`config.mk`:
```
export PLATFORM = sky130hd
export DESIGN_NAME = segment_run_merger
export DESIGN_NICKNAME = d
export VERILOG_FILES = /design/src/srm_pkg.sv /design/src/segment_run_merger.sv /design/src/srm_front.sv /design/src/srm_back.sv
export SDC_FILE = /design/constraint.sdc
export NUM_CORES = 1
export LEC_CHECK = 0
export ABC_CLOCK_PERIOD_IN_PS = 21400
export BUFFER_PORTS_ARGS = -buffer_cell sky130_fd_sc_hd__buf_2
export CAP_MARGIN = 25
export CORE_ASPECT_RATIO = 0.6
export CORE_MARGIN = 2
export CORE_UTILIZATION = 37
export CTS_BUF_LIST = sky130_fd_sc_hd__clkbuf_4 sky130_fd_sc_hd__clkbuf_8
export DETAILED_ROUTE_END_ITERATION = 10
export SKIP_LAST_GASP = 1
export SYNTH_ARGS = -nofsm -noshare
export SYNTH_HDL_FRONTEND = slang
export SYNTH_HIERARCHICAL = 1
export SYNTH_SLANG_ARGS = --single-unit
```
`constraint.sdc`:
```
create_clock -name clk -period 21.4 [get_ports clk]
set_input_delay 6.42 -clock clk [delete_from_list [all_inputs] [get_ports clk]]
set_output_delay 6.42 -clock clk [all_outputs]
set_load 0.03 [all_outputs]
```
`src/srm_pkg.sv`:
```
// Shared types and constants for the segment run merger.
// Used by srm_front, srm_back and segment_run_merger; depends on nothing.
package srm_pkg;

  localparam int TIME_WIDTH  = 48;
  localparam int LEVEL_WIDTH = 32;

  // Stream data width: start, length and level packed, rounded up to whole bytes.
  localparam int DATA_WIDTH  = ((2 * TIME_WIDTH + LEVEL_WIDTH + 7) / 8) * 8;

  // Command queue between the front and the back.
  localparam int QUEUE_DEPTH = 4;
  localparam int QPTR_W      = $clog2(QUEUE_DEPTH);
  localparam int QCNT_W      = QPTR_W + 1;

  // One classified input segment on its way to the back.
  typedef struct packed {
    logic [TIME_WIDTH-1:0]         start;
    logic [TIME_WIDTH-1:0]         length;
    logic signed [LEVEL_WIDTH-1:0] level;
    logic                          len_zero;
    logic                          final_seg;
  } cmd_t;

  // One result item.
  typedef struct packed {
    logic [TIME_WIDTH-1:0]         start;
    logic [TIME_WIDTH-1:0]         length;
    logic signed [LEVEL_WIDTH-1:0] level;
    logic                          final_out;
    logic                          empty_marker;
  } res_t;

endpackage

```
`src/segment_run_merger.sv`:
```
// Top level of the segment run merger: front, command queue and back joined.
// Depends on srm_pkg, srm_front and srm_back.
//
// Usage: segments (start, length, level) arrive as requests on the s_ side;
// s_tlast marks the last segment of a signal. Neighbouring segments of equal
// level, and zero-length segments, are merged into runs, and each closed run
// leaves as a request on the m_ side. m_tlast marks the last result of a
// signal and m_tuser marks an empty end marker that carries no run.
// A segment passes through the command queue and then the result register
// before its result can appear on the m_ side.
// Throughput: one segment per cycle while the back is not stalled. A segment
// that both closes a run and is final yields two results, and the back takes
// no command while the second waits in the spare; the four-entry command queue
// absorbs this, so the rate is set by the single merge unit in the back, one command per cycle.
// Reset (rst, synchronous) empties the queue, drops any open run and clears
// the result register. When the receiver holds m_tready low, the back stops
// taking commands once the result register is full, and s_tready falls once
// the queue is full; nothing is lost.
module segment_run_merger import srm_pkg::*; (
  input  logic                  clk,
  input  logic                  rst,
  input  logic                  s_tvalid,
  output logic                  s_tready,
  // seg_start, seg_length, seg_level (lowest bit first), zero padded
  input  logic [DATA_WIDTH-1:0] s_tdata,
  // final_in
  input  logic                  s_tlast,
  output logic                  m_tvalid,
  input  logic                  m_tready,
  // run_start, run_length, run_level (lowest bit first), zero padded
  output logic [DATA_WIDTH-1:0] m_tdata,
  // final_out
  output logic                  m_tlast,
  // empty_marker
  output logic                  m_tuser
);

  logic q_valid;
  cmd_t q_head;
  logic q_pop;
  res_t res;

  // The front classifies each segment and queues it as a command.
  srm_front u_front (
    .clk        (clk),
    .rst        (rst),
    .seg_valid  (s_tvalid),
    .seg_ready  (s_tready),
    .seg_start  (s_tdata[TIME_WIDTH-1:0]),
    .seg_length (s_tdata[2*TIME_WIDTH-1:TIME_WIDTH]),
    .seg_level  (s_tdata[2*TIME_WIDTH+LEVEL_WIDTH-1:2*TIME_WIDTH]),
    .final_in   (s_tlast),
    .q_valid    (q_valid),
    .q_head     (q_head),
    .q_pop      (q_pop)
  );

  // The back holds the open run and issues the results.
  srm_back u_back (
    .clk       (clk),
    .rst       (rst),
    .q_valid   (q_valid),
    .q_head    (q_head),
    .q_pop     (q_pop),
    .res_valid (m_tvalid),
    .res_ready (m_tready),
    .res       (res)
  );

  // Pack the run fields with the start in the lowest bits; padding is zero.
  assign m_tdata = DATA_WIDTH'({res.level, res.length, res.start});
  assign m_tlast = res.final_out;
  assign m_tuser = res.empty_marker;

endmodule

```
`src/srm_front.sv`:
```
// Front of the segment run merger: accepts segment requests, classifies them
// and holds them in a short command queue. Depends on srm_pkg.
module srm_front import srm_pkg::*; (
  input  logic                  clk,
  input  logic                  rst,
  input  logic                  seg_valid,
  output logic                  seg_ready,
  input  logic [TIME_WIDTH-1:0] seg_start,
  input  logic [TIME_WIDTH-1:0] seg_length,
  input  logic [LEVEL_WIDTH-1:0] seg_level,
  input  logic                  final_in,
  output logic                  q_valid,
  output cmd_t                  q_head,
  input  logic                  q_pop
);

  cmd_t              entries [QUEUE_DEPTH];
  logic [QPTR_W-1:0] wr_ptr;
  logic [QPTR_W-1:0] rd_ptr;
  logic [QCNT_W-1:0] count;
  logic              push;
  logic              pop;
  cmd_t              cmd_in;

  assign seg_ready = (count != QCNT_W'(QUEUE_DEPTH));
  assign push      = seg_valid && seg_ready;
  assign q_valid   = (count != '0);
  assign pop       = q_pop && q_valid;
  assign q_head    = entries[rd_ptr];

  // The only classification needed ahead of the run state is a zero length.
  always_comb begin
    cmd_in.start     = seg_start;
    cmd_in.length    = seg_length;
    cmd_in.level     = seg_level;
    cmd_in.len_zero  = (seg_length == '0);
    cmd_in.final_seg = final_in;
  end

  always_ff @(posedge clk) begin
    if (push) begin
      entries[wr_ptr] <= cmd_in;
    end
  end

  always_ff @(posedge clk) begin
    if (rst) begin
      wr_ptr <= '0;
      rd_ptr <= '0;
      count  <= '0;
    end else begin
      if (push) begin
        wr_ptr <= wr_ptr + 1'b1;
      end
      if (pop) begin
        rd_ptr <= rd_ptr + 1'b1;
      end
      if (push && !pop) begin
        count <= count + 1'b1;
      end else if (pop && !push) begin
        count <= count - 1'b1;
      end
    end
  end

`ifndef SYNTHESIS
  a_count_bound: assert property (@(posedge clk) disable iff (rst)
    count <= QCNT_W'(QUEUE_DEPTH))
    else $error("command queue count beyond depth");

  a_count_up: assert property (@(posedge clk) disable iff (rst)
    push && !pop |=> count == $past(count) + QCNT_W'(1))
    else $error("command queue count missed a push");

  a_empty_ptrs: assert property (@(posedge clk) disable iff (rst)
    count == '0 |-> wr_ptr == rd_ptr)
    else $error("empty command queue with unequal pointers");
`endif

endmodule

```
`src/srm_back.sv`:
```
// Back of the segment run merger: holds the open run, merges or closes it per
// command and drives the result register with a one-entry spare. Depends on srm_pkg.
module srm_back import srm_pkg::*; (
  input  logic clk,
  input  logic rst,
  input  logic q_valid,
  input  cmd_t q_head,
  output logic q_pop,
  output logic res_valid,
  input  logic res_ready,
  output res_t res
);

  logic                          run_active;
  logic [TIME_WIDTH-1:0]         held_start;
  logic [TIME_WIDTH-1:0]         held_length;
  logic signed [LEVEL_WIDTH-1:0] held_level;

  logic out_valid;
  res_t out_res;
  logic pend_valid;
  res_t pend_res;

  logic                          can_pop;
  logic                          emit_close;
  logic [TIME_WIDTH:0]           sum;
  logic [TIME_WIDTH-1:0]         sat_length;
  logic                          new_active;
  logic [TIME_WIDTH-1:0]         new_start;
  logic [TIME_WIDTH-1:0]         new_length;
  logic signed [LEVEL_WIDTH-1:0] new_level;
  res_t                          close_res;
  res_t                          final_res;
  logic                          has_first;

  assign can_pop   = !pend_valid && (!out_valid || res_ready);
  assign q_pop     = q_valid && can_pop;
  assign res_valid = out_valid;
  assign res       = out_res;

  always_comb begin
    emit_close = run_active && !((q_head.level == held_level) || q_head.len_zero);
    sum        = {1'b0, held_length} + {1'b0, q_head.length};
    sat_length = sum[TIME_WIDTH] ? '1 : sum[TIME_WIDTH-1:0];
    new_active = run_active || !q_head.len_zero;
    if (run_active && !emit_close) begin
      new_start  = held_start;
      new_length = sat_length;
      new_level  = held_level;
    end else begin
      new_start  = q_head.start;
      new_length = q_head.length;
      new_level  = q_head.level;
    end

    close_res.start        = held_start;
    close_res.length       = held_length;
    close_res.level        = held_level;
    close_res.final_out    = 1'b0;
    close_res.empty_marker = 1'b0;

    if (new_active) begin
      final_res.start        = new_start;
      final_res.length       = new_length;
      final_res.level        = new_level;
      final_res.empty_marker = 1'b0;
    end else begin
      final_res.start        = '0;
      final_res.length       = '0;
      final_res.level        = '0;
      final_res.empty_marker = 1'b1;
    end
    final_res.final_out = 1'b1;

    has_first = emit_close || q_head.final_seg;
  end

  // Run state.
  always_ff @(posedge clk) begin
    if (rst) begin
      run_active <= 1'b0;
    end else if (q_pop) begin
      run_active <= new_active && !q_head.final_seg;
    end
  end

  always_ff @(posedge clk) begin
    if (q_pop) begin
      held_start  <= new_start;
      held_length <= new_length;
      held_level  <= new_level;
    end
  end

  // Result register and spare entry.
  always_ff @(posedge clk) begin
    if (rst) begin
      out_valid  <= 1'b0;
      pend_valid <= 1'b0;
    end else begin
      priority if (q_pop && has_first) begin
        out_valid  <= 1'b1;
        pend_valid <= emit_close && q_head.final_seg;
      end else if (pend_valid && (!out_valid || res_ready)) begin
        out_valid  <= 1'b1;
        pend_valid <= 1'b0;
      end else if (res_ready) begin
        out_valid  <= 1'b0;
      end
    end
  end

  always_ff @(posedge clk) begin
    priority if (q_pop && has_first) begin
      out_res  <= emit_close ? close_res : final_res;
      pend_res <= final_res;
    end else if (pend_valid && (!out_valid || res_ready)) begin
      out_res  <= pend_res;
    end
  end

`ifndef SYNTHESIS
  a_pend_behind_out: assert property (@(posedge clk) disable iff (rst)
    pend_valid |-> out_valid)
    else $error("spare result held with no result in front of it");

  a_final_clears: assert property (@(posedge clk) disable iff (rst)
    q_pop && q_head.final_seg |=> !run_active)
    else $error("run left open after the final segment");

  a_empty_is_final: assert property (@(posedge clk) disable iff (rst)
    out_valid && out_res.empty_marker |-> out_res.final_out)
    else $error("empty marker without final flag");
`endif

endmodule
```
== Yosys cells after proc, flatten, opt, wreduce, memory -nomap -nowiden ==
Memories as Yosys holds them, arrays and structs flattened. A register that Yosys moved wholly into a read port is not among the register bits.
Cells that the tools add are included.
Storage, ports and cells
  memories kept: 1
  bits in writable memories: 520
  output and inout bits: 132
  word-level logic and storage cells: 75
  register bits after elaboration: 397
Memory list
  u_front.entries: depth 4, bits a word 130, rd ports 1, clocked after memory_dff 1, write ports 1, line srm_front.sv:17  | cmd_t entries [QUEUE_DEPTH];
Operators by class
  reduce and logical (&&, ||, !) cells: 29
  add/subtract/negate cells: 5
  mux-type cells: 20
  equal/unequal tests: 2
Operators by type and width (count)
  130-bit two-way mux: 3
  48-bit two-way mux: 3
  128-bit two-way mux: 1
  48-bit by 48-bit adder with 49-bit output: 1
  48-bit logical NOT: 1
  32-bit equality test: 1
  32-bit two-way mux: 1
  1-bit logical AND: 12
  1-bit logical NOT: 8
  1-bit two-way mux: 8
  3-bit two-way mux: 2
  3-bit nonzero test: 2
  2-bit by 1-bit adder with 2-bit output (second input constant): 2
  1-bit logical OR: 4
  2-bit two-way mux: 2
  2-bit nonzero test: 2
  3-bit by 1-bit adder with 3-bit output (second input constant): 1
  3-bit inequality test (second input constant): 1
  3-bit by 1-bit subtractor with 3-bit output (second input constant): 1

== Logic depth before layout (Yosys ltp) ==
  word-level depth: 10
  mapped depth: 17
  mapped depth without buffers: 12

== Hierarchy ==
Netlist, hierarchy kept.
Modules (own cells, without submodules)
  srm_back: instances 1, cells an instance 1874, area each 20020.5 um2, sequential area each 11681.2 um2
  srm_front: instances 1, cells an instance 744, area each 19414.9 um2, sequential area each 15795.1 um2

== Worst setup path before layout ==
Ideal clock, no wire load.
  kind: in2reg
  start: input m_tready
  end: register u_back.out_res (netlist bit u_back/res[0]), enable pin
  cell stages on the path: 2
  library setup time: 799 ps
  setup slack: 5041 ps
  data arrival time: 15561 ps
  required time: 20601 ps
  cells stage by stage: nor2b_1 > o21ai_0
On the way
  longest elaborated chain between the ends: 5
Ends and longest elaborated chain
  start: declaration: line segment_run_merger.sv:29  | input logic m_tready,
  1-bit logical OR (*): line srm_back.sv:36, srm_back.sv:117
  1-bit logical AND: line srm_back.sv:36  | assign can_pop = !pend_valid && (!out_valid || res_ready);
  1-bit logical AND: line srm_back.sv:37  | assign q_pop = q_valid && can_pop;
  1-bit logical AND: line srm_back.sv:114  | priority if (q_pop && has_first) begin
  2-bit nonzero test (no line) (*)
  end signal: assignment: line srm_back.sv:115  | out_res <= emit_close ? close_res : final_res;
  end signal: assignment: line srm_back.sv:118  | out_res <= pend_res;
  end: declaration: line srm_back.sv:20  | res_t out_res;
Mark *: on every way between the ends. The rest lies on a longest branch, timed or not.
A chain may end at the register's enable or synchronous reset.

== Worst setup path after layout ==
  start: input m_tready
  end: register u_back.out_res (netlist bit u_back/res[101]), data pin
On the way
  longest elaborated chain between the ends: 5
Ends and longest elaborated chain
  1-bit logical OR: line srm_back.sv:36
  1-bit logical AND: line srm_back.sv:36
  1-bit logical AND: line srm_back.sv:37
  net q_pop: line segment_run_merger.sv:40  | logic q_pop;
  1-bit logical AND: line srm_back.sv:114
  130-bit two-way mux: line srm_back.sv:114
The timed path passes the listed nets, and every way through them passes these cells.

==> flow_summary.html <==
<table>
<tr><th>Metric</th><th>Value</th></tr>
<tr><th colspan="2">Run status</th></tr>
<tr><td>Run status</td><td>completed</td></tr>
<tr><th colspan="2">Cells and area</th></tr>
<tr><td>Synth-to-layout area growth</td><td>13.6%</td></tr>
<tr><td>Final Net Count</td><td>3087</td></tr>
<tr><td>Final instance area</td><td>approximately 45000 um2</td></tr>
<tr><td>Fraction of layout cells with a size suffix above 1</td><td>22.6%</td></tr>
<tr><td>Multi-input gate area</td><td>11100 um2</td></tr>
<tr><td>Fillcell total</td><td>~9500</td></tr>
<tr><td>Storage cell area</td><td>27500 um2</td></tr>
<tr><th colspan="2">Global routing</th></tr>
<tr><td>Vias in the first global route</td><td>23373</td></tr>
<tr><td>Wire length of the first global-routing pass</td><td>~150000 um</td></tr>
<tr><td>Number of antenna violations at the first check in global routing</td><td>24</td></tr>
<tr><td>Overflow after GRT</td><td>0</td></tr>
<tr><td>Global-route usage over all layers</td><td>18.9%</td></tr>
<tr><td>Maximum number of pins on one net before global-route repair</td><td>105</td></tr>
<tr><th colspan="2">Logic synthesis</th></tr>
<tr><td>Per-instance average area after synthesis</td><td>approximately 15 um2</td></tr>
<tr><td>Post-synthesis async set-or-reset flop share</td><td>0%</td></tr>
<tr><td>Net count of the mapped netlist</td><td>2806</td></tr>
<tr><td>Count of unique library cells instantiated by Yosys</td><td>73</td></tr>
<tr><td>Post-synth design cell area</td><td>roughly 39000 um2</td></tr>
<tr><td>Most used flip-flop cell after synthesis</td><td>sky130_fd_sc_hd__edfxtp_1</td></tr>
<tr><td>Sequential fraction of the synthesis area</td><td>a little over two thirds</td></tr>
<tr><td>Gate Count Post-Synth</td><td>about 2600</td></tr>
<tr><td>EDFF count, synth</td><td>about 910</td></tr>
<tr><td>Yosys warning count</td><td>6</td></tr>
<tr><td>Number of flip-flops and latches in the synthesized netlist</td><td>919</td></tr>
<tr><th colspan="2">Critical path</th></tr>
<tr><td>Slowest stage delay, CP</td><td>about 0.83 ns</td></tr>
<tr><td>Startpoint types</td><td>primary input</td></tr>
<tr><td>Cell breakdown of the critical path</td><td>buf_2 -&gt; nor2b_1 -&gt; nor2_1 -&gt; and2_4 -&gt; o21ai_4 -&gt; buf_4 -&gt; buf_4 -&gt; inv_8 -&gt; buf_4 -&gt; nor2_1 -&gt; nor2_1</td></tr>
<tr><td>Critical Setup Path Class</td><td>primary input to register</td></tr>
<tr><td>Crit path capture type</td><td>register</td></tr>
<tr><td>Worst path required time</td><td>21.95 ns</td></tr>
<tr><td>Startpoint of the worst setup timing path</td><td>m_tready</td></tr>
<tr><td>Arrival @ worst endpoint</td><td>10.74 ns</td></tr>
<tr><td>Critical path peak fanout</td><td>100</td></tr>
<tr><td>Crit path max-delay cell type</td><td>sky130_fd_sc_hd__buf_4</td></tr>
<tr><th colspan="2">Hold path</th></tr>
<tr><td>Worst hold-check path type</td><td>register to register</td></tr>
<tr><td>Worst hold start</td><td>u_back/pend_res[6]</td></tr>
<tr><th colspan="2">Power</th></tr>
<tr><td>Maximum VDD drop</td><td>126 uV</td></tr>
<tr><td>Switching power total</td><td>around 0.0030 W</td></tr>
<tr><td>Static Leak</td><td>15.3 nW</td></tr>
<tr><td>Sequential group share of total power</td><td>40.9%</td></tr>
<tr><td>Overall power after layout</td><td>approximately 0.0075 W</td></tr>
<tr><td>Power share of the clock group</td><td>19.4%</td></tr>
<tr><td>Internal power component</td><td>0.00449 W</td></tr>
<tr><td>Combinational Power Share</td><td>approximately two fifths</td></tr>
<tr><td>Power density of the placed cells</td><td>166 nW/um2</td></tr>
<tr><td>Sw Share</td><td>between 30% and 40%</td></tr>
<tr><th colspan="2">Placed design</th></tr>
<tr><td>Final RePlAce weighted congestion</td><td>0.858</td></tr>
<tr><td>Cell Area, Placed</td><td>42100 um2</td></tr>
<tr><td>Sum of net half-perimeters after detailed placement</td><td>63800 um</td></tr>
<tr><td>Port Buffers</td><td>264</td></tr>
<tr><th colspan="2">Die</th></tr>
<tr><td>Overall die width</td><td>425 um</td></tr>
<tr><td>Die area</td><td>109000 um2</td></tr>
<tr><td>Starting density of the core</td><td>37.4%</td></tr>
<tr><td>Vertical die dimension</td><td>about 260 um</td></tr>
<tr><td>Num ports</td><td>265</td></tr>
<tr><td>Core area</td><td>105000 um2</td></tr>
<tr><td>Cell Rows</td><td>92</td></tr>
<tr><th colspan="2">STA</th></tr>
<tr><td>Setup repair after global routing missed its margin</td><td>no</td></tr>
<tr><td>Slew Limit Headroom</td><td>31.5%</td></tr>
<tr><td>TNS Setup</td><td>0 ns</td></tr>
<tr><td>Post-route clock skew</td><td>0.0350 ns</td></tr>
<tr><td>Transition at the pin with the smallest max-transition slack</td><td>1.03 ns</td></tr>
<tr><td>Count of endpoints failing hold in the final timing report</td><td>0</td></tr>
<tr><td>Final Cycle Share</td><td>47.6%</td></tr>
<tr><td>Minimum clock period</td><td>about 10 ns</td></tr>
<tr><td>Final setup violation count</td><td>0</td></tr>
<tr><td>Highest clock rate</td><td>0.0982 GHz</td></tr>
<tr><td>Final count of pins violating max slew</td><td>0</td></tr>
<tr><th colspan="2">Drt</th></tr>
<tr><td>Count of vias placed by the detailed router</td><td>around 24000</td></tr>
<tr><td>Aggregate routed wire length</td><td>103000 um</td></tr>
<tr><td>Detailed-route vias per instance</td><td>between 5 and 6</td></tr>
<tr><td>Antenna Nets Post-Route</td><td>0</td></tr>
<tr><td>Iteration count of the initial detailed-routing pass</td><td>5</td></tr>
<tr><td>WL per Instance</td><td>23.4 um</td></tr>
<tr><td>Remaining DRCs</td><td>0</td></tr>
<tr><td>Initial DRC Count</td><td>2465</td></tr>
<tr><th colspan="2">Clocking</th></tr>
<tr><td>H-tree levels</td><td>4</td></tr>
<tr><td>Setup fix buffers added after clock tree synthesis</td><td>0</td></tr>
<tr><td>Clock root buffer</td><td>sky130_fd_sc_hd__clkbuf_8</td></tr>
<tr><td>Count of hold buffers inserted by post-cts repair</td><td>0</td></tr>
<tr><td>Maximum clock insertion buffer count</td><td>3</td></tr>
<tr><td>Clock transition at the register clock pins on the worst setup and hold paths after CTS</td><td>0.06 ns</td></tr>
<tr><td>Count of instances resized after the clock tree is built</td><td>0</td></tr>
<tr><td>Clock latency at the later pin of the worst-skew pair</td><td>0.82 ns</td></tr>
<tr><td>Clock tree sinks</td><td>919</td></tr>
<tr><td>Clock buffer count from CTS</td><td>142</td></tr>
<tr><td>TritonCTS clock tree</td><td>built</td></tr>
<tr><th colspan="2">Run</th></tr>
<tr><td>Number of max-cap violations</td><td>0</td></tr>
</table>
==> cell usage after synthesis, types with 19 or more instances <==
cell / count / area, um2
sky130_fd_sc_hd__and2_1: 75 / 469
sky130_fd_sc_hd__xor2_1: 21 / 184
sky130_fd_sc_hd__ha_1: 53 / 663
sky130_fd_sc_hd__nand4_1: 29 / 181
sky130_fd_sc_hd__o22a_1: 35 / 307
sky130_fd_sc_hd__o21ai_0: 75 / 375
sky130_fd_sc_hd__a221oi_1: 51 / 447
sky130_fd_sc_hd__o221ai_1: 32 / 280
sky130_fd_sc_hd__a21oi_1: 220 / 1100
sky130_fd_sc_hd__mux4_2: 130 / 2930
sky130_fd_sc_hd__a21o_1: 21 / 158
sky130_fd_sc_hd__nand2_1: 312 / 1170
sky130_fd_sc_hd__xnor2_1: 58 / 508
sky130_fd_sc_hd__nor2_1: 201 / 754
sky130_fd_sc_hd__nor3b_1: 31 / 233
sky130_fd_sc_hd__edfxtp_1: 907 / 27200
sky130_fd_sc_hd__clkbuf_1: 107 / 402
sky130_fd_sc_hd__inv_1: 29 / 109
sky130_fd_sc_hd__buf_2: 19 / 95.1
==> routing by layer <==
layer  track usage, %  vias up  wire length (um)  share of wire [%]
li1                 -    10743                 -                  -
met1             28.4    12010             49200                 48
met2             26.4      828             44100                 43
met3             5.21      152              8120                7.8
met4             5.59       26              1920                1.9
met5                0        -               152               0.15
==> final timing paths <==
kind	slack, ns	to	cells past startpoint
worst max-delay path	11.22	u_back/res[101]	11
worst min-delay path	0.52	u_back/res[6]	2
worst max register to register	13.41	u_back/res[101]	15
worst min register to register	0.52	u_back/res[6]	2
==> cells by family (layout without fill, tap and decap cells) <==
family,Yosys count,in the layout,share of synthesized area [%]
other,0,5,0
XOR/XNOR,79,79,1.75
AND/OR/NAND/NOR,724,724,8.31
buffers and inverters,191,573,2.41
AO/OA/AOI/OAI,515,515,8.52
adder cells (fa/ha/maj),55,55,1.78
multiplexers,135,135,7.55
flip-flops,919,919,69.7
==> critical path: cells and delay by family <==
family,cells,cell delay [ns]
buffers and inverters,5,2.71
and+or+nand+nor,5,0.94
AOI/OAI and AO/OA,1,0.37
==> stage by stage <==
stage	hold slack [ns]	instances	utilization, %	setup WS [ns]
after floorplan	0.476	2618	-	5.04
after global placement	0.496	4164	39.9	10.43
after detailed placement	0.510	4165	40.0	10.36
after CTS	0.523	4410	42.5	11.27
after global routing	0.547	4413	42.5	11.00
final	0.516	4415	42.5	11.22
==> registers in the layout, indices dropped and copies added (netlist names), 3 cells and up, named ones only <==
signal / count
u_back/held_length: 48
u_back/held_level: 32
u_back/held_start: 48
u_back/pend_res: 129
u_back/res: 130
u_front/count: 3
u_front/entries: 520
==> power by group through the flow <==
stage,Combinational [W],Sequential [W],Clock (W)
after global placement,0.00292,0.00309,0
after global routing,0.00325,0.00310,0.00157
after detailed placement,0.00296,0.00308,0
final,0.00297,0.00305,0.00145
after floorplan,0.00186,0.00333,0
after CTS,0.00297,0.00305,0.00149
==> placed cells by master, fill, tap and decap left out, types with 58 or more instances in the layout <==
cell type	count
sky130_fd_sc_hd__mux4_2	130
sky130_fd_sc_hd__and2_1	73
sky130_fd_sc_hd__buf_2	264
sky130_fd_sc_hd__clkbuf_8	145
sky130_fd_sc_hd__nor2_1	199
sky130_fd_sc_hd__a21oi_1	220
sky130_fd_sc_hd__nand2_1	311
sky130_fd_sc_hd__edfxtp_1	907
sky130_fd_sc_hd__xnor2_1	58
sky130_fd_sc_hd__o21ai_0	73
==> area by class of cell <==
cell class / instances / area share, %
clock buffers: 190 / 5.21
clock inverters: 55 / 0.868
well taps: 1410 / 3.94
multi-input cells: 1508 / 24.7
flip-flops and latches: 919 / 61.3
diodes: 5 / 0.0279
inverters: 30 / 0.268
repair buffers: 298 / 3.62
Note: power is estimated with default switching activity, not from simulation.
